==> config.mk <==
export PLATFORM = sky130hd
export DESIGN_NAME = feature_spread_weight_table_flat
export DESIGN_NICKNAME = d
export VERILOG_FILES = /design/src/hw/rtl/fsw_pkg.sv /design/src/hw/rtl/fsw_stream_if.sv /design/src/hw/rtl/fsw_arith.sv /design/src/hw/rtl/feature_spread_weight_table.sv /design/src/flat_wrapper.sv
export SDC_FILE = /design/constraint.sdc
export NUM_CORES = 1
export LEC_CHECK = 0
export ABC_AREA = 1
export BUFFER_PORTS_ARGS = -buffer_cell sky130_fd_sc_hd__buf_2
export CORE_ASPECT_RATIO = 1.2
export CORE_UTILIZATION = 29
export CTS_CLUSTER_DIAMETER = 50
export CTS_CLUSTER_SIZE = 10
export DETAILED_ROUTE_END_ITERATION = 6
export PLACE_DENSITY_LB_ADDON = 0.25
export SLEW_MARGIN = 20
export SYNTH_ARGS = -nofsm -noshare
export SYNTH_HDL_FRONTEND = slang
export SYNTH_SLANG_ARGS = --single-unit
==> constraint.sdc <==
create_clock -name clk_i -period 6.9 [get_ports clk_i]
set_clock_uncertainty 0.15 [all_clocks]
set_input_delay 1.38 -clock clk_i [delete_from_list [all_inputs] [get_ports clk_i]]
set_output_delay 1.38 -clock clk_i [all_outputs]
set_load 0.005 [all_outputs]
==> src/hw/rtl/fsw_pkg.sv <==
package fsw_pkg;

  // Field widths of the request and result channels
  localparam int unsigned SAMPLE_W = 8;
  localparam int unsigned IDX_W    = 10;
  localparam int unsigned WEIGHT_W = 25;
  localparam int unsigned TOTAL_W  = 35;

  // Scaling of the variance before the root: 17.8 fixed point weight
  localparam int unsigned FRAC_SHIFT = 16;

  typedef struct packed {
    logic [SAMPLE_W-1:0] sample_value;
    logic                first_of_set;
    logic                last_of_feature;
  } fsw_req_t;

  typedef struct packed {
    logic [IDX_W-1:0]    feature_index;
    logic [WEIGHT_W-1:0] weight_q8;
    logic [TOTAL_W-1:0]  cumulative_q8;
  } fsw_res_t;

  // Top level to arithmetic unit
  typedef struct packed {
    logic start;
    logic ack;
  } fsw_ctrl_t;

  // Arithmetic unit to top level
  typedef struct packed {
    logic busy;
    logic done;
  } fsw_stat_t;

endpackage

==> src/hw/rtl/fsw_stream_if.sv <==
interface fsw_stream_if #(
  parameter type payload_t = logic
);
  logic     valid;
  logic     ready;
  payload_t data;

  modport source (output valid, output data, input ready);
  modport sink (input valid, input data, output ready);
endinterface

==> src/hw/rtl/fsw_arith.sv <==
module fsw_arith #(
  parameter int unsigned MAX_SAMPLES = 65536,
  localparam int unsigned CNT_W = $clog2(MAX_SAMPLES + 1),
  localparam int unsigned SUM_W = $clog2(64'(MAX_SAMPLES) * 64'd255 + 64'd1),
  localparam int unsigned SQ_W  = $clog2(64'(MAX_SAMPLES) * 64'd65025 + 64'd1)
) (
  input  logic                            clk_i,
  input  logic                            rst_ni,
  input  fsw_pkg::fsw_ctrl_t              ctrl_i,
  output fsw_pkg::fsw_stat_t              stat_o,
  input  logic [CNT_W-1:0]                count_i,
  input  logic [SUM_W-1:0]                vsum_i,
  input  logic [SQ_W-1:0]                 ssum_i,
  output logic [fsw_pkg::WEIGHT_W-1:0]    weight_o
);
  import fsw_pkg::*;

  localparam int unsigned PROD_W = CNT_W + SQ_W;
  localparam int unsigned DVD_W  = PROD_W + FRAC_SHIFT;
  localparam int unsigned RAD_W  = ((SQ_W + FRAC_SHIFT + 1) / 2) * 2;
  localparam int unsigned ROOT_W = RAD_W / 2;
  localparam int unsigned ALU_W  = (PROD_W > ROOT_W + 2) ? PROD_W : ROOT_W + 2;
  localparam int unsigned STEP_W = $clog2(DVD_W + 1);
  localparam int unsigned RW     = (ROOT_W > WEIGHT_W) ? ROOT_W : WEIGHT_W + 1;

  localparam logic [2:0] S_IDLE = 3'd0;
  localparam logic [2:0] S_MULQ = 3'd1;
  localparam logic [2:0] S_MULS = 3'd2;
  localparam logic [2:0] S_DIFF = 3'd3;
  localparam logic [2:0] S_DIV  = 3'd4;
  localparam logic [2:0] S_ROOT = 3'd5;
  localparam logic [2:0] S_DONE = 3'd6;

  logic [2:0]        state_q, state_d;
  logic [STEP_W-1:0] step_q, step_d;
  logic [SUM_W-1:0]  mpl_q, mpl_d;
  logic [PROD_W-1:0] acc_q, acc_d;
  logic [PROD_W-1:0] prod_q, prod_d;
  logic [DVD_W-1:0]  dvd_q, dvd_d;
  logic [CNT_W-1:0]  rem_q, rem_d;
  logic [ROOT_W-1:0] sqr_q, sqr_d;
  logic [ROOT_W-1:0] root_q, root_d;

  logic [ALU_W-1:0]  alu_a, alu_b;
  logic              alu_sub;
  logic [ALU_W:0]    alu_res;
  logic              alu_ge;

  logic              last_step;
  logic [CNT_W:0]    div_shift;
  logic [ROOT_W+1:0] root_trial_rem;
  logic [ROOT_W+1:0] root_trial;
  logic [PROD_W-1:0] diff;
  logic [RW-1:0]     root_ext;

  // Shared adder/subtractor; carry out means a >= b when subtracting
  always_comb begin
    alu_res = {1'b0, alu_a} + {1'b0, (alu_sub ? ~alu_b : alu_b)} + (ALU_W + 1)'(alu_sub);
    alu_ge  = alu_res[ALU_W];
  end

  assign last_step      = (step_q == STEP_W'(1));
  assign div_shift      = {rem_q, dvd_q[DVD_W-1]};
  assign root_trial_rem = {sqr_q, dvd_q[RAD_W-1:RAD_W-2]};
  assign root_trial     = {root_q, 2'b01};
  // n*Q >= S*S always holds; clamp anyway
  assign diff           = alu_ge ? alu_res[PROD_W-1:0] : '0;

  // Operand selection for the shared unit
  always_comb begin
    alu_a   = '0;
    alu_b   = '0;
    alu_sub = 1'b0;
    unique case (state_q)
      S_MULQ: begin
        alu_a = ALU_W'({acc_q[PROD_W-2:0], 1'b0});
        alu_b = mpl_q[SUM_W-1] ? ALU_W'(ssum_i) : '0;
      end
      S_MULS: begin
        alu_a = ALU_W'({acc_q[PROD_W-2:0], 1'b0});
        alu_b = mpl_q[SUM_W-1] ? ALU_W'(vsum_i) : '0;
      end
      S_DIFF: begin
        alu_a   = ALU_W'(prod_q);
        alu_b   = ALU_W'(acc_q);
        alu_sub = 1'b1;
      end
      S_DIV: begin
        alu_a   = ALU_W'(div_shift);
        alu_b   = ALU_W'(count_i);
        alu_sub = 1'b1;
      end
      S_ROOT: begin
        alu_a   = ALU_W'(root_trial_rem);
        alu_b   = ALU_W'(root_trial);
        alu_sub = 1'b1;
      end
      default: begin
        alu_sub = 1'b0;
      end
    endcase
  end

  // Sequencer: n*Q, S*S, difference, scaled divide by n, square root
  always_comb begin
    state_d = state_q;
    step_d  = step_q;
    mpl_d   = mpl_q;
    acc_d   = acc_q;
    prod_d  = prod_q;
    dvd_d   = dvd_q;
    rem_d   = rem_q;
    sqr_d   = sqr_q;
    root_d  = root_q;
    unique case (state_q)
      S_IDLE: begin
        if (ctrl_i.start) begin
          state_d = S_MULQ;
          step_d  = STEP_W'(SUM_W);
          mpl_d   = SUM_W'(count_i);
          acc_d   = '0;
        end
      end
      S_MULQ: begin
        mpl_d  = {mpl_q[SUM_W-2:0], 1'b0};
        acc_d  = alu_res[PROD_W-1:0];
        step_d = step_q - STEP_W'(1);
        if (last_step) begin
          prod_d  = alu_res[PROD_W-1:0];
          acc_d   = '0;
          mpl_d   = vsum_i;
          step_d  = STEP_W'(SUM_W);
          state_d = S_MULS;
        end
      end
      S_MULS: begin
        mpl_d  = {mpl_q[SUM_W-2:0], 1'b0};
        acc_d  = alu_res[PROD_W-1:0];
        step_d = step_q - STEP_W'(1);
        if (last_step) begin
          state_d = S_DIFF;
        end
      end
      S_DIFF: begin
        dvd_d   = {diff, {FRAC_SHIFT{1'b0}}};
        rem_d   = '0;
        step_d  = STEP_W'(DVD_W);
        state_d = S_DIV;
      end
      S_DIV: begin
        rem_d  = alu_ge ? alu_res[CNT_W-1:0] : div_shift[CNT_W-1:0];
        dvd_d  = {dvd_q[DVD_W-2:0], alu_ge};
        step_d = step_q - STEP_W'(1);
        if (last_step) begin
          sqr_d   = '0;
          root_d  = '0;
          step_d  = STEP_W'(ROOT_W);
          state_d = S_ROOT;
        end
      end
      S_ROOT: begin
        sqr_d  = alu_ge ? alu_res[ROOT_W-1:0] : root_trial_rem[ROOT_W-1:0];
        root_d = {root_q[ROOT_W-2:0], alu_ge};
        dvd_d  = {dvd_q[DVD_W-3:0], 2'b00};
        step_d = step_q - STEP_W'(1);
        if (last_step) begin
          state_d = S_DONE;
        end
      end
      S_DONE: begin
        if (ctrl_i.ack) begin
          state_d = S_IDLE;
        end
      end
      default: begin
        state_d = S_IDLE;
      end
    endcase
  end

  always_ff @(posedge clk_i or negedge rst_ni) begin
    if (!rst_ni) begin
      state_q <= S_IDLE;
      step_q  <= '0;
    end else begin
      state_q <= state_d;
      step_q  <= step_d;
    end
  end

  // Datapath registers
  always_ff @(posedge clk_i) begin
    mpl_q  <= mpl_d;
    acc_q  <= acc_d;
    prod_q <= prod_d;
    dvd_q  <= dvd_d;
    rem_q  <= rem_d;
    sqr_q  <= sqr_d;
    root_q <= root_d;
  end

  // Weight saturates at the field top
  assign root_ext = RW'(root_q);
  assign weight_o = (|root_ext[RW-1:WEIGHT_W]) ? '1 : root_ext[WEIGHT_W-1:0];

  assign stat_o.busy = (state_q != S_IDLE);
  assign stat_o.done = (state_q == S_DONE);

endmodule

==> src/hw/rtl/feature_spread_weight_table.sv <==
// Samples: one request per cycle while no column end is in work; a sample that does not
// end a column completes at once. Column end: the result is set by the bit-serial
//   multiply, divide and root steps of one shared adder; no request is taken until the
//   weight has gone into the result register.
// The result register lets sampling of the next column go on while a result waits.
// Reset (asynchronous, active low) clears all sums, counters, the total and the result valid flag.
module feature_spread_weight_table #(
  parameter int unsigned MAX_SAMPLES  = 65536,
  parameter int unsigned MAX_FEATURES = 1024
) (
  input  logic         clk_i,
  input  logic         rst_ni,
  fsw_stream_if.sink   req_i,
  fsw_stream_if.source res_o
);
  import fsw_pkg::*;

  localparam int unsigned CNT_W = $clog2(MAX_SAMPLES + 1);
  localparam int unsigned SUM_W = $clog2(64'(MAX_SAMPLES) * 64'd255 + 64'd1);
  localparam int unsigned SQ_W  = $clog2(64'(MAX_SAMPLES) * 64'd65025 + 64'd1);
  localparam int unsigned FEAT_TOP_I = (MAX_FEATURES - 1 > (2 ** IDX_W) - 1) ?
                                       (2 ** IDX_W) - 1 : MAX_FEATURES - 1;
  localparam logic [IDX_W-1:0] FEAT_TOP  = IDX_W'(FEAT_TOP_I);
  localparam logic [CNT_W-1:0] CNT_LIMIT = CNT_W'(MAX_SAMPLES);

  fsw_ctrl_t ctrl;
  fsw_stat_t stat;

  logic [CNT_W-1:0]    cnt_q, cnt_d;
  logic [SUM_W-1:0]    vsum_q, vsum_d;
  logic [SQ_W-1:0]     ssum_q, ssum_d;
  logic [IDX_W-1:0]    feat_q, feat_d;
  logic [TOTAL_W-1:0]  total_q, total_d;
  logic                start_q, start_d;
  logic                out_valid_q, out_valid_d;
  fsw_res_t            out_q, out_d;

  logic                accept;
  logic [WEIGHT_W-1:0] weight;
  logic [TOTAL_W:0]    total_sum;
  logic [TOTAL_W-1:0]  total_new;
  logic [2*SAMPLE_W-1:0] sample_sq;

  // Request handshake: closed while a column is being worked out
  assign req_i.ready = !start_q && !stat.busy;
  assign accept      = req_i.valid && req_i.ready;

  // Hand the column over once the sums include its last sample
  assign ctrl.start = start_q;
  assign ctrl.ack   = stat.done && (!out_valid_q || res_o.ready);

  assign sample_sq = req_i.data.sample_value * req_i.data.sample_value;
  assign total_sum = {1'b0, total_q} + (TOTAL_W + 1)'(weight);
  assign total_new = total_sum[TOTAL_W] ? '1 : total_sum[TOTAL_W-1:0];

  // Accumulators, feature counter and running total
  always_comb begin
    cnt_d   = cnt_q;
    vsum_d  = vsum_q;
    ssum_d  = ssum_q;
    feat_d  = feat_q;
    total_d = total_q;
    start_d = accept && req_i.data.last_of_feature;
    if (ctrl.ack) begin
      cnt_d   = '0;
      vsum_d  = '0;
      ssum_d  = '0;
      total_d = total_new;
      if (feat_q < FEAT_TOP) begin
        feat_d = feat_q + IDX_W'(1);
      end
    end
    if (accept) begin
      if (req_i.data.first_of_set) begin
        total_d = '0;
        feat_d  = '0;
      end
      // Column too long: further samples are dropped
      if (cnt_q < CNT_LIMIT) begin
        cnt_d  = cnt_q + CNT_W'(1);
        vsum_d = vsum_q + SUM_W'(req_i.data.sample_value);
        ssum_d = ssum_q + SQ_W'(sample_sq);
      end
    end
  end

  // Result register
  always_comb begin
    out_d       = out_q;
    out_valid_d = out_valid_q;
    if (res_o.ready) begin
      out_valid_d = 1'b0;
    end
    if (ctrl.ack) begin
      out_valid_d         = 1'b1;
      out_d.feature_index = feat_q;
      out_d.weight_q8     = weight;
      out_d.cumulative_q8 = total_new;
    end
  end

  always_ff @(posedge clk_i or negedge rst_ni) begin
    if (!rst_ni) begin
      cnt_q       <= '0;
      vsum_q      <= '0;
      ssum_q      <= '0;
      feat_q      <= '0;
      total_q     <= '0;
      start_q     <= 1'b0;
      out_valid_q <= 1'b0;
    end else begin
      cnt_q       <= cnt_d;
      vsum_q      <= vsum_d;
      ssum_q      <= ssum_d;
      feat_q      <= feat_d;
      total_q     <= total_d;
      start_q     <= start_d;
      out_valid_q <= out_valid_d;
    end
  end

  always_ff @(posedge clk_i) begin
    out_q <= out_d;
  end

  assign res_o.valid = out_valid_q;
  assign res_o.data  = out_q;

  // Multiply, divide and root unit
  fsw_arith #(
    .MAX_SAMPLES(MAX_SAMPLES)
  ) u_arith (
    .clk_i   (clk_i),
    .rst_ni  (rst_ni),
    .ctrl_i  (ctrl),
    .stat_o  (stat),
    .count_i (cnt_q),
    .vsum_i  (vsum_q),
    .ssum_i  (ssum_q),
    .weight_o(weight)
  );

`ifndef ASSERT_OFF
  a_start_taken: assert property (@(posedge clk_i) disable iff (!rst_ni)
    start_q |=> stat.busy)
    else $error("column start not taken by arithmetic unit");

  a_ack_when_done: assert property (@(posedge clk_i) disable iff (!rst_ni)
    ctrl.ack |-> stat.done)
    else $error("result taken before the weight is ready");

  a_no_request_busy: assert property (@(posedge clk_i) disable iff (!rst_ni)
    stat.done |-> !accept)
    else $error("request accepted while a weight waits");

  a_feat_bound: assert property (@(posedge clk_i) disable iff (!rst_ni)
    feat_q <= FEAT_TOP)
    else $error("feature counter beyond its top");

  a_cnt_bound: assert property (@(posedge clk_i) disable iff (!rst_ni)
    cnt_q <= CNT_LIMIT)
    else $error("sample count beyond its limit");
`endif

endmodule

==> src/flat_wrapper.sv <==
// flat-port wrapper written by rule: the top's interface ports become plain ports
module feature_spread_weight_table_flat import fsw_pkg::*;
#(
  parameter int unsigned MAX_SAMPLES  = 65536,
  parameter int unsigned MAX_FEATURES = 1024
)
  (clk_i, rst_ni, req_i_valid, req_i_data, req_i_ready, res_o_valid, res_o_data, res_o_ready);
  fsw_stream_if #(.payload_t(fsw_req_t)) req_i_i ();
  fsw_stream_if #(.payload_t(fsw_res_t)) res_o_i ();
  input  logic clk_i;
  input  logic rst_ni;
  input wire logic [$bits(req_i_i.valid)-1:0] req_i_valid;
  input wire logic [$bits(req_i_i.data)-1:0] req_i_data;
  output wire logic [$bits(req_i_i.ready)-1:0] req_i_ready;
  output wire logic [$bits(res_o_i.valid)-1:0] res_o_valid;
  output wire logic [$bits(res_o_i.data)-1:0] res_o_data;
  input wire logic [$bits(res_o_i.ready)-1:0] res_o_ready;
  assign req_i_i.valid = req_i_valid;
  assign req_i_i.data = req_i_data;
  assign req_i_ready = req_i_i.ready;
  assign res_o_valid = res_o_i.valid;
  assign res_o_data = res_o_i.data;
  assign res_o_i.ready = res_o_ready;
  feature_spread_weight_table #(.MAX_SAMPLES(MAX_SAMPLES), .MAX_FEATURES(MAX_FEATURES)) u_core (.clk_i(clk_i), .rst_ni(rst_ni), .req_i(req_i_i), .res_o(res_o_i));
endmodule
### Yosys cells after proc, flatten, opt, wreduce, memory -nomap -nowiden

Index checks and enable logic that the tools add are counted.

| operators by class | value |
|---|---|
| add/subtract/negate cells | 8 |
| multiply operators | 1 |
| divide/modulo/power cells | 0 |
| $lt $le $gt $ge | 2 |
| eq/ne operators | 13 |
| shifts and indexed selects | 0 |
| mux-type cells | 49 |
| bitwise gates (word level) | 1 |
| reductions and logical operators | 25 |

Operator list:

| operator | count |
|---|---|
| 49-bit case mux with 5 select lines | 1 |
| 49-bit 2-to-1 mux | 4 |
| 49-bit case mux with 4 select lines | 1 |
| 65-bit case mux with 3 select lines | 1 |
| 24-bit 2-to-1 mux | 8 |
| 49-bit case mux with 3 select lines | 1 |
| 35-bit 2-to-1 mux | 4 |
| 32-bit 2-to-1 mux | 4 |
| 24-bit case mux with 2 select lines | 2 |
| 24-bit case mux with 3 select lines | 1 |
| 17-bit 2-to-1 mux | 4 |
| 49-bit by 49-bit adder with 50-bit output | 1 |
| 50-bit by 1-bit adder with 50-bit output | 1 |
| 49-bit inverter | 1 |
| 10-bit 2-to-1 mux | 4 |
| 35-bit by 24-bit adder with 36-bit output | 1 |
| 17-bit case mux with 2 select lines | 1 |
| 32-bit by 16-bit adder with 32-bit output | 1 |
| 7-bit case mux with 4 select lines | 1 |
| 24-bit by 8-bit adder with 24-bit output | 1 |
| 3-bit case mux with 7 select lines | 1 |
| 3-bit 2-to-1 mux | 6 |
| 17-bit by 1-bit adder with 17-bit output, second input constant | 1 |
| 17-bit < comparator, second input constant | 1 |
| 23 further kinds | 47 |

| storage, ports and cells | value |
|---|---|
| register bits | 451 |
| bits in latches | 0 |
| RAM bits | 0 |
| bits in read-only memories | 0 |
| bits of input ports | 14 |
| output and inout port bits | 72 |
| word-level logic and storage cells | 118 |
| memories kept | 0 |

### Logic depth before layout (Yosys ltp)

Gate-level depths: netlist of the first run.

| depth | value |
|---|---|
| depth in word-level cells | 8 |
| depth in mapped cells | 26 |
| depth with buffers taken out | 25 |

### Hierarchy

From an unflattened synthesis of the first run, not the netlist that was laid out.

| second synthesis, totals | value |
|---|---|
| cell total of the unflattened synthesis | 3663 |
| area total of the unflattened synthesis | 29336.9 um^2 |

Modules (own cells, without submodules):

| module | instances | cells each | area an instance (um^2) | seq. area each (um^2) |
|---|---|---|---|---|
| fsw_arith | 1 | 1951 | 16141.7 | 7817.5 |
| feature_spread_weight_table | 1 | 1712 | 13195.2 | 5104.9 |

### Worst setup path after synthesis of the first run

OpenSTA, ideal clock, no wires.

| path | value |
|---|---|
| kind | in2reg |
| start point | input req_i_data[8] |
| end point | register u_core.ssum_q[21] |
| library setup time | 239 ps |
| arrival time | 5276 ps |
| data required time | 6511 ps |
| setup slack | 1235 ps |
| stages on the path | 20 |
| path buffers | 1 |
| path through | clkbuf_1 nand2_1 xor2_1 ha_1 fa_1 fa_1 inv_1 fa_1 inv_1 ha_1 a21oi_1 inv_1 a31oi_1 o21ai_0 a21oi_1 inv_1 nand2_1 nand2_1 nand3_1 o31ai_1 |

| on the way | value |
|---|---|
| longest elaborated chain between the ends | 4 |

RTL lines:

| what | RTL line | text |
|---|---|---|
| from (decl) | flat_wrapper.sv:13 | `input wire logic [$bits(req_i_i.data)-1:0] req_i_data;` |
| 8-bit by 8-bit multiplier with 16-bit output | feature_spread_weight_table.sv:52 | `assign sample_sq = req_i.data.sample_value * req_i.data.sample_value;` |
| 32-bit by 16-bit adder with 32-bit output | feature_spread_weight_table.sv:82 | `ssum_d = ssum_q + SQ_W'(sample_sq);` |
| 32-bit 2-to-1 mux | feature_spread_weight_table.sv:79 | `if (cnt_q < CNT_LIMIT) begin` |
| 32-bit 2-to-1 mux | feature_spread_weight_table.sv:73 | `if (accept) begin` |
| named net u_core.ssum_d[21] | feature_spread_weight_table.sv:31 | `logic [SQ_W-1:0] ssum_q, ssum_d;` |
| to (signal assigned) | feature_spread_weight_table.sv:114 | `ssum_q <= ssum_d;` |
| to (decl) | feature_spread_weight_table.sv:31 |  |

The timed path passes the listed nets, and every way through them passes these cells.
A chain may end at the register's enable or synchronous reset.

### Worst setup path in the final report of the first run

| path | value |
|---|---|
| start point | register u_core.u_arith.state_q[0] |
| end point | register u_core.u_arith.dvd_q[61], data pin |

| on the way | value |
|---|---|
| longest elaborated chain between the ends | 8 |
| elaborated cells between the ends (all ways) | 16 |
| classes of those cells | add/sub (2); eq/ne (5); mux (6); bitwise (1); reduce/logical (2) |

RTL lines:

| what | RTL line | text |
|---|---|---|
| from (decl) | fsw_arith.sv:34 | `logic [2:0] state_q, state_d;` |
| from (signal assigned) | fsw_arith.sv:186 | `state_q <= state_d;` |
| 3-bit equality test (tied with other cells) | fsw_arith.sv:74, fsw_arith.sv:115 |  |
| 49-bit case mux with 5 select lines / 3-bit OR reduction (equally long branches) | n/a |  |
| 49-bit inverter / 1-bit 2-to-1 mux (equally long branches) | fsw_arith.sv:58, fsw_arith.sv:74 |  |
| 49-bit 2-to-1 mux | fsw_arith.sv:58 | `alu_res = {1'b0, alu_a} + {1'b0, (alu_sub ? ~alu_b : alu_b)} + (ALU_W + 1)'(alu_sub);` |
| 49-bit by 49-bit adder with 50-bit output | fsw_arith.sv:58 |  |
| 50-bit by 1-bit adder with 50-bit output | fsw_arith.sv:58 |  |
| 49-bit 2-to-1 mux | fsw_arith.sv:67 | `assign diff = alu_ge ? alu_res[PROD_W-1:0] : '0;` |
| 65-bit case mux with 3 select lines * | fsw_arith.sv:115 | `unique case (state_q)` |
| named net u_core.u_arith.dvd_d[61] | fsw_arith.sv:39 | `logic [DVD_W-1:0] dvd_q, dvd_d;` |
| to (signal assigned) | fsw_arith.sv:196 | `dvd_q <= dvd_d;` |
| to (decl) | fsw_arith.sv:39 |  |

The timed path passes the listed nets; every way through them passes the cells marked *.

==> impl_summary.txt, run 1 <==
----------------------------------------------------
[Worst setup path]
  Standard cell with the maximum stage delay on the critical path ... sky130_fd_sc_hd__clkinv_2
  Crit path arrival time ... 5.86 ns
  Highest fanout seen on the critical path ... 45
  Classification of the worst setup path ... reg2reg
  CP Capture Type ... register
  Worst setup SP type ... register
  CP Cell Sequence ... inv_2 -> nand3_4 -> nand2_1 -> buf_4 -> nor2_2 -> buf_4 -> clkinv_2 -> a22o_1 -> ha_1 -> a21o_1 -> a31oi_1 -> o21ai_0 -> a21oi_1 -> nand2_2 -> nand3_1 -> nand2_2 -> nand2_1 -> buf_4 -> inv_1 -> nand3_1 -> nand2_1
  Delay of the slowest critical-path stage ... 0.71 ns
  Required time of the critical path ... 7.11 ns

[Detailed routing]
  Vias per cell ... 4.979
  DR WL/cell ... 19.24 um
  DR iter-0 viols ... 1,951
  Total length of routed wires ... 92.84 mm
  Overall via count from detail_route ... 24.02k
  First-pass DRT Iterations ... 7
  Remaining number of nets flagged by the antenna check after routing ... 0
  DRC violations left ... 7

[Global route]
  Maximum number of pins on one net before global-route repair ... 80
  Global-route wire length before repair ... 143.1 mm
  Congestion Overflow GR ... 0
  Global-route total usage across every layer ... 0.1856
  Via count of the first global-routing pass ... 23.87k
  Number of antenna violations at the first check in global routing ... 0

[STA]
  Shortest clock period the worst path allows after layout ... 5.653 ns
  Headroom to the max-slew limit ... 0.2935
  Count of final max-slew check failures ... 0
  Final Setup Violations ... 0
  Setup_tns ... 0 ns
  Final-report hold violation count ... 0
  Fmax ... 176.9 MHz
  Worst Tran Pin Value ... 1.057 ns
  Minimum hold slack ... 0.3335 ns
  RSZ-0062 raised after global routing ... false
  Final period util ... 0.8193

[Floorplan]
  Row count ... 125
  Number of I/O pins ... 86
  Floorplan Core Area ... 97,120 um^2
  Die outline width ... 288.3 um
  Starting density of the core ... 0.2937
  Overall die area ... 99,630 um^2
  Vertical die dimension ... 345.6 um

[Clock network]
  Clock buffer count from CTS ... 66
  Number of setup buffers added after CTS ... 0
  Max Root-Sink Buffers ... 3
  Clock tree from TritonCTS ... built
  Root buf cell ... sky130_fd_sc_hd__clkbuf_16
  Number of hold buffers added after CTS ... 0
  Reg clk slew, reported paths ... 0.05 ns
  Post-CTS sizing ... 0
  Total number of H-tree levels ... 3
  Total number of clock tree sinks ... 451
  Source-to-sink clock delay at the later pin of the worst-skew pair ... 0.61 ns

[Logic synthesis]
  Synth cell types ... 63
  Synth Register Bits ... 451
  Sequential share of the synthesized area ... 0.4519
  Average cell area after synthesis ... 8.302 um^2
  Gate count after technology mapping ... 3,436
  Syn Std Cell Area ... 28,530 um^2
  Fraction of synthesis flops using an asynchronous set or reset pin ... 0.2882
  Post-synth top flop ... sky130_fd_sc_hd__edfxtp_1
  Syn nets ... 3,617
  Count of flip-flops with a built-in enable after synthesis ... 321
  Number of warnings reported in the yosys synthesis log ... 0

[Power]
  Combinational group share of total power ... 0.537
  Power share of the clock group ... 0.188
  Leak pwr ... 0.01420 uW
  Internal Pwr Total ... 9363 uW
  VDD IR-drop max ... 0.0002232 V
  Switching fraction of total power ... 0.4780
  Power density of the placed cells ... 551.7 nW/um^2
  Switching power ... 8573 uW
  Portion of total power attributed to sequential cells ... 0.275

[Placed design]
  Estimated wirelength of the detail-placed design ... 68.24 mm
  Number of I/O port buffers ... 84
  Routability congestion estimate from global placement ... 0.9306

[Run status]
  Violated checks ... DRC
  Status ... finished, violations left

[Final layout]
  Antenna Cells ... 0
  Most frequent standard cell in the layout excluding fill and tap cells ... sky130_fd_sc_hd__nand2_1
  Fill count ... 10.23k
  Sequential cell area ... 12,890 um^2
  Fraction of layout instances using a drive strength above 1 ... 0.07935
  Area growth from synthesis to final layout ... 13.97%
  Total area of multi-input combinational cells ... 12,830 um^2
  Final nets ... 3,686
  Commonest cells after routing, fill and taps aside ... sky130_fd_sc_hd__nand2_1 (637), sky130_fd_sc_hd__inv_1 (606), sky130_fd_sc_hd__nor2_1 (326)

[Run]
  Max cap viols ... 0

[Min path]
  Class of the worst hold path ... reg2reg

----------------------------------------------------
==> final timing paths <==
path / startpoint / end / slack (ns) / depth (start not counted)
max: u_core.u_arith.state_q[0]$_DFFE_PN0P_ / u_core.u_arith.dvd_q[61]$_DFFE_PN_ / 1.25 / 21
min: u_core.feat_q[3]$_DFF_PN0_ / u_core.res_o.data[63]$_DFFE_PP_ / 0.33 / 0
max reg2reg: u_core.u_arith.state_q[0]$_DFFE_PN0P_ / u_core.u_arith.dvd_q[61]$_DFFE_PN_ / 1.25 / 21
min reg2reg: u_core.feat_q[3]$_DFF_PN0_ / u_core.res_o.data[63]$_DFFE_PP_ / 0.33 / 0
max in group asynchronous: rst_ni / u_core.ssum_q[6]$_DFF_PN0_ / 4.54 / 2
min in group asynchronous: rst_ni / u_core.total_q[15]$_DFF_PN0_ / 0.67 / 1
==> power groups by stage <==
| stage | Combinational, uW | Clock, uW | Sequential [uW] |
|---|---|---|---|
| 3_5_place_dp | 9620 | 0 | 4970 |
| 3_3_place_gp | 9610 | 0 | 4960 |
| 6_report | 9630 | 3380 | 4920 |
| 4_1_cts | 9660 | 3450 | 4930 |
| 5_1_grt | 10800 | 3550 | 5020 |
| 2_1_floorplan | 6660 | 0 | 4780 |
==> cell families after synthesis <==
kind of cell	count (synthesis)	synth area share
other	1	0.0001315
buffers and inverters	742	0.1003
multiplexers	1	0.0003509
AO/OA/AOI/OAI	734	0.1551
adder cells (fa/ha/maj)	167	0.08378
XOR/XNOR	71	0.02259
flip-flops	451	0.4519
AND/OR/NAND/NOR	1269	0.1858
==> Yosys cell counts, types with 12 or more instances <==
| library cell | count | share of area |
|---|---|---|
| sky130_fd_sc_hd__nand3_1 | 152 | 0.027 |
| sky130_fd_sc_hd__xnor2_1 | 18 | 0.0055 |
| sky130_fd_sc_hd__o2111ai_1 | 13 | 0.0040 |
| sky130_fd_sc_hd__nor3_1 | 47 | 0.0082 |
| sky130_fd_sc_hd__nor2_1 | 327 | 0.043 |
| sky130_fd_sc_hd__dfrtp_1 | 130 | 0.11 |
| sky130_fd_sc_hd__nand2_1 | 639 | 0.084 |
| sky130_fd_sc_hd__o31ai_1 | 21 | 0.0055 |
| sky130_fd_sc_hd__clkbuf_1 | 84 | 0.011 |
| sky130_fd_sc_hd__inv_1 | 610 | 0.080 |
| sky130_fd_sc_hd__o221ai_1 | 31 | 0.0095 |
| sky130_fd_sc_hd__or2_2 | 13 | 0.0029 |
| sky130_fd_sc_hd__ha_1 | 127 | 0.056 |
| sky130_fd_sc_hd__xor2_1 | 50 | 0.015 |
| sky130_fd_sc_hd__o21bai_1 | 32 | 0.0084 |
| sky130_fd_sc_hd__fa_1 | 40 | 0.028 |
| sky130_fd_sc_hd__a21o_1 | 19 | 0.0050 |
| sky130_fd_sc_hd__o21ai_0 | 226 | 0.040 |
| sky130_fd_sc_hd__a31oi_1 | 17 | 0.0037 |
| sky130_fd_sc_hd__nand2_2 | 13 | 0.0029 |
| sky130_fd_sc_hd__buf_1 | 14 | 0.0018 |
| sky130_fd_sc_hd__buf_2 | 12 | 0.0021 |
| sky130_fd_sc_hd__nand4_1 | 32 | 0.0070 |
| sky130_fd_sc_hd__a21oi_1 | 167 | 0.029 |
| sky130_fd_sc_hd__edfxtp_1 | 321 | 0.34 |
| sky130_fd_sc_hd__o211ai_1 | 16 | 0.0042 |
| sky130_fd_sc_hd__o22ai_1 | 135 | 0.030 |
==> area by class of cell <==
type | count | area share
tap | 1270 | 0.04888
clock inverter | 31 | 0.01131
timing repair buffer | 121 | 0.02167
inverter | 622 | 0.07189
clock buffer | 86 | 0.05503
sequential | 451 | 0.3966
multi-input combinational | 2243 | 0.3947
==> metrics by stage <==
stage	total power (uW)	cells	area, um^2	util	setup WS (ns)
after CTS	18030	4824	32510	0.3347	1.166
after global placement	14570	4707	30350	0.3125	0.8644
after global routing	19330	4824	32510	0.3347	0.6773
after floorplan	11450	3436	28530	-	1.235
final	17940	4824	32510	0.3347	1.247
after detailed placement	14590	4707	30350	0.3125	0.8903
==> per-layer routing <==
metal	vias to the layer above	track usage	part of all wire
li1	11690	-	-
met1	11610	0.2307	0.42
met2	562	0.3247	0.50
met3	152	0.02058	0.041
met4	0	0.07343	0.035
met5	-	0	0
==> worst max-delay path: cells and delay by family (launching register included) <==
family / cells / cell delay (ns)
buffers and inverters: 6 / 2.04
AO/OA/AOI/OAI: 5 / 1.28
AND/OR/NAND/NOR: 9 / 1.11
flip-flops: 1 / 0.45
adder cells (fa/ha/maj): 1 / 0.35
==> flip-flops by register name, summed over array words and instances, names as in the netlist <==
| name | flops |
|---|---|
| u_core.res_o.data | 69 |
| u_core.u_arith.dvd_q | 65 |
| u_core.u_arith.acc_q | 49 |
| u_core.u_arith.prod_q | 49 |
| u_core.total_q | 35 |
| u_core.ssum_q | 32 |
| u_core.u_arith.mpl_q | 24 |
| u_core.u_arith.root_q | 24 |
| u_core.u_arith.sqr_q | 24 |
| u_core.vsum_q | 24 |
| u_core.cnt_q | 17 |
| u_core.u_arith.rem_q | 17 |
| u_core.feat_q | 10 |
| u_core.u_arith.step_q | 7 |
| u_core.u_arith.state_q | 3 |
| u_core.res_o.valid | 1 |
| u_core.start_q | 1 |
Power figures use the tool's default switching activity.
==> inputs of run 2 (changes only) <==
Settings changed: ABC_AREA 1 to 0.
Clock period 6.9 ns to 5.5 ns, I/O delays scaled along.
==> run 2 against run 1 <==
Compared with the run above:
- the flow now finishes without violations
- sequential share of layout area is 1.2 points higher
- power is 13% higher
- sequential power is 21% higher
- setup slack worse by 1.1 ns
- combinational power is 12% higher
- critical path depth is 1 lower
- design area is 2.9% lower
- register-to-register slack worse by 0.94 ns
- clock power is 5% higher
- final cell count is 15% lower
==> impl_summary.txt, run 2 <==
----------------------------------------------------
[Clock network]
  Max Root-Sink Buffers ... 3 (unchanged)
  Number of setup buffers added after CTS ... 0 (unchanged)
  Source-to-sink clock delay at the later pin of the worst-skew pair ... 0.66 ns (+0.05 ns)
  Clock tree from TritonCTS ... built
  Clock buffer count from CTS ... 57 (-14%)
  Total number of clock tree sinks ... 451 (unchanged)
  Reg clk slew, reported paths ... 0.06 ns (about the same)
  Root buf cell ... sky130_fd_sc_hd__clkbuf_16
  Total number of H-tree levels ... 2 (-1)

[Detailed routing]
  Vias per cell ... 5.118 (+2.8%)
  DRC violations left ... 0 (-7)
  DR iter-0 viols ... 1,594 (-18%)
  DR WL/cell ... 19.49 um (+1.3%)
  Remaining number of nets flagged by the antenna check after routing ... 0 (unchanged)
  Total length of routed wires ... 79.58 mm (-14%)
  Overall via count from detail_route ... 20.90k (-13%)
  First-pass DRT Iterations ... 6 (-1)

[Logic synthesis]
  Gate count after technology mapping ... 2,662 (-23%)
  Post-synth top cells ... sky130_fd_sc_hd__edfxtp_1 (321), sky130_fd_sc_hd__nand2_1 (236), sky130_fd_sc_hd__inv_1 (183), sky130_fd_sc_hd__nor2_1 (176), sky130_fd_sc_hd__o21ai_0 (174)
  Syn nets ... 2,843 (-21%)
  Synth cell types ... 83 (+32%)
  Synth Register Bits ... 451 (unchanged)
  Count of flip-flops with a built-in enable after synthesis ... 321 (unchanged)
  Cell type contributing the most total cell area after synthesis ... sky130_fd_sc_hd__edfxtp_1
  Most frequent cell after synthesis ... sky130_fd_sc_hd__edfxtp_1
  Syn Std Cell Area ... 27,030 um^2 (-5.2%)
  Number of warnings reported in the yosys synthesis log ... 0 (unchanged)
  Share of the synthesized area in the top cell type ... 0.3566 (+0.01869)
  Average cell area after synthesis ... 10.15 um^2 (+22%)
  Sequential share of the synthesized area ... 0.4769 (+0.02500)
  Main area contributors after synthesis ... sky130_fd_sc_hd__edfxtp_1 (36%), sky130_fd_sc_hd__dfrtp_1 (12%), sky130_fd_sc_hd__ha_1 (5.9%)
  Fraction of synthesis flops using an asynchronous set or reset pin ... 0.2882 (unchanged)
  Post-synth top flop ... sky130_fd_sc_hd__edfxtp_1

[Worst setup path]
  Standard cell with the maximum stage delay on the critical path ... sky130_fd_sc_hd__fa_1
  Worst setup SP type ... input pin
  Depth of the most critical reg-to-reg path ... 15 (-29%)
  CP Capture Type ... register
  Reg-to-Reg Start ... u_core.u_arith.state_q[0]$_DFFE_PN0P_
  CP Cell Sequence ... buf_2 -> buf_4 -> and2_1 -> xnor2_1 -> ha_1 -> fa_1 -> fa_1 -> inv_1 -> fa_1 -> inv_1 -> ha_2 -> or4_1 -> a21oi_2 -> o31ai_2 -> or4_4 -> a31o_2 -> a21oi_4 -> buf_12 -> o311ai_1 -> o41ai_1
  Most numerous cell on the critical path ... sky130_fd_sc_hd__fa_1
  Crit path arrival time ... 5.71 ns (-0.15 ns)
  Source of the critical timing path ... req_i_data[3]
  R2r endpoint ... u_core.u_arith.dvd_q[62]$_DFFE_PN_
  Worst setup path endpoint ... u_core.ssum_q[22]$_DFF_PN0_
  Highest fanout seen on the critical path ... 9 (-80%)
  Register-to-Register Setup Slack ... 0.31 ns (-0.94 ns)
  Classification of the worst setup path ... in2reg
  Delay of the slowest critical-path stage ... 0.53 ns (-0.18 ns)
  Required time of the critical path ... 5.88 ns (-1.23 ns)

[STA]
  RSZ-0062 raised after global routing ... false
  Headroom to the max-slew limit ... 0.2780 (-0.01548)
  Shortest clock period the worst path allows after layout ... 5.328 ns
  Minimum hold slack ... 0.2293 ns (-0.1042 ns)
  Final-report hold violation count ... 0 (unchanged)
  Final Setup Violations ... 0 (unchanged)
  Count of final max-slew check failures ... 0 (unchanged)
  Worst Tran Pin Value ... 1.083 ns (+0.02558 ns)
  Final period util ... 0.9688
  Setup_tns ... 0 ns (unchanged)
  Fmax ... 187.7 MHz

[Placed design]
  Estimated wirelength of the detail-placed design ... 57.44 mm (-16%)
  Number of I/O port buffers ... 84 (unchanged)
  Routability congestion estimate from global placement ... 0.8900 (-4.4%)

[Floorplan]
  Starting density of the core ... 0.2927 (-0.001009)
  Overall die area ... 94,440 um^2 (-5.2%)
  Number of I/O pins ... 86 (unchanged)
  Row count ... 122 (-2.4%)
  Floorplan Core Area ... 92,350 um^2 (-4.9%)
  Vertical die dimension ... 336.4 um (-2.6%)
  Die outline width ... 280.7 um (-2.6%)

[Global route]
  Via count of the first global-routing pass ... 21.13k (-11%)
  Number of antenna violations at the first check in global routing ... 0 (unchanged)
  Global-route wire length before repair ... 125.7 mm (-12%)
  Global-route total usage across every layer ... 0.1698 (-0.01582)
  Congestion Overflow GR ... 0 (unchanged)
  Maximum number of pins on one net before global-route repair ... 68 (-15%)

[Final layout]
  Antenna Cells ... 0 (unchanged)
  Most frequent standard cell in the layout excluding fill and tap cells ... sky130_fd_sc_hd__edfxtp_1
  Final nets ... 2,984 (-19%)
  Fill count ... 9,357 (-8.5%)
  Commonest cells after routing, fill and taps aside ... sky130_fd_sc_hd__edfxtp_1 (321), sky130_fd_sc_hd__nand2_1 (234), sky130_fd_sc_hd__inv_1 (179)
  Fraction of layout instances using a drive strength above 1 ... 0.1428 (+0.06341)
  Area growth from synthesis to final layout ... 16.76%
  Flip-flop count of the largest register, all copies and words added ... 69 (unchanged)

[Min path]
  Class of the worst hold path ... in2async

[Run]
  Max cap viols ... 0 (unchanged)

[Power]
  Leak pwr ... 0.01328 uW (-6.5%)
  Power density of the placed cells ... 644.5 nW/um^2 (+17%)
  VDD IR-drop max ... 0.0002859 V (+28%)

[Run status]
  Status ... finished, final reports clean

----------------------------------------------------
==> run 2: how the worst min path moves through the flow <==
stage                                            from                                   end
5_1_grt                                        rst_ni             u_core.cnt_q[6]$_DFF_PN0_
4_1_cts                                        rst_ni          u_core.total_q[29]$_DFF_PN0_
3_3_place_gp     u_core.u_arith.step_q[5]$_DFFE_PN0P_  u_core.u_arith.step_q[5]$_DFFE_PN0P_
6_report                                       rst_ni          u_core.total_q[29]$_DFF_PN0_
2_1_floorplan  u_core.u_arith.root_q[3]$_SDFFCE_PP0P_       u_core.res_o.data[38]$_DFFE_PP_
3_5_place_dp     u_core.u_arith.step_q[5]$_DFFE_PN0P_  u_core.u_arith.step_q[5]$_DFFE_PN0P_
==> run 2: worst max-delay path, delay by kind of cell <==
kind                     cells  cell delay, ns
AO/OA/AOI/OAI                6            0.88
XOR/XNOR                     1            0.14
adder cells (fa/ha/maj)      5            1.99
buffers and inverters        5            0.48
AND/OR/NAND/NOR              3            1.09
==> run 2: cell type report <==
| type | instances | area [um^2] | area share |
|---|---|---|---|
| clock buffer | 84 | 1538 | 0.04872 |
| clock inverter | 16 | 211.5 | 0.006700 |
| timing repair buffer | 244 | 1728 | 0.05475 |
| multi-input combinational | 1866 | 12940 | 0.4100 |
| tap | 1240 | 1551 | 0.04916 |
| inverter | 183 | 694.4 | 0.02200 |
| sequential | 451 | 12900 | 0.4086 |
==> run 2: what timing repair did <==
action,4_1_cts,5_1_grt
resized for setup,0,3
hold buffers,0,0
setup endpoints to repair,0,7
==> run 2: power breakdown <==
part | leakage, uW | switching (uW) | internal [uW]
Sequential | 0.00482 | 726 | 5230
Combinational | 0.00763 | 6740 | 4090
Clock | 0.000837 | 1520 | 2040
==> run 2: metal layers <==
metal  track usage  routed length, um
met5             0                  0
met4       0.06302               2785
met3       0.01802               2510
met2        0.2960              39070
met1        0.2158              35210
==> run 2: per-stage QoR <==
step | area (um^2) | worst slack, ns | total power, uW | std cells | util
global route | 31560 | 0.0007980 | 21850 | 4084 | 0.3418
global placement | 29800 | -0.4433 | 16780 | 3984 | 0.3227
floorplan | 27160 | -0.1369 | 12910 | 2662 | -
detailed placement | 29800 | -0.4920 | 16800 | 3984 | 0.3227
finish | 31560 | 0.1716 | 20340 | 4084 | 0.3418
CTS | 31550 | 0.1702 | 20460 | 4084 | 0.3417
==> run 2: cells by family (layout without fill, tap and decap cells) <==
family | count (synthesis) | count (layout) | share of synthesized area
and+or+nand+nor | 726 | 726 | 0.1255
xor gates and xnor gates | 97 | 97 | 0.03143
DFF | 451 | 451 | 0.4769
buffers and inverters | 345 | 527 | 0.05092
other | 1 | 1 | 0.0001387
AOI/OAI and AO/OA | 793 | 793 | 0.1962
adders and majority gates | 168 | 168 | 0.08878
muxes | 81 | 81 | 0.03009
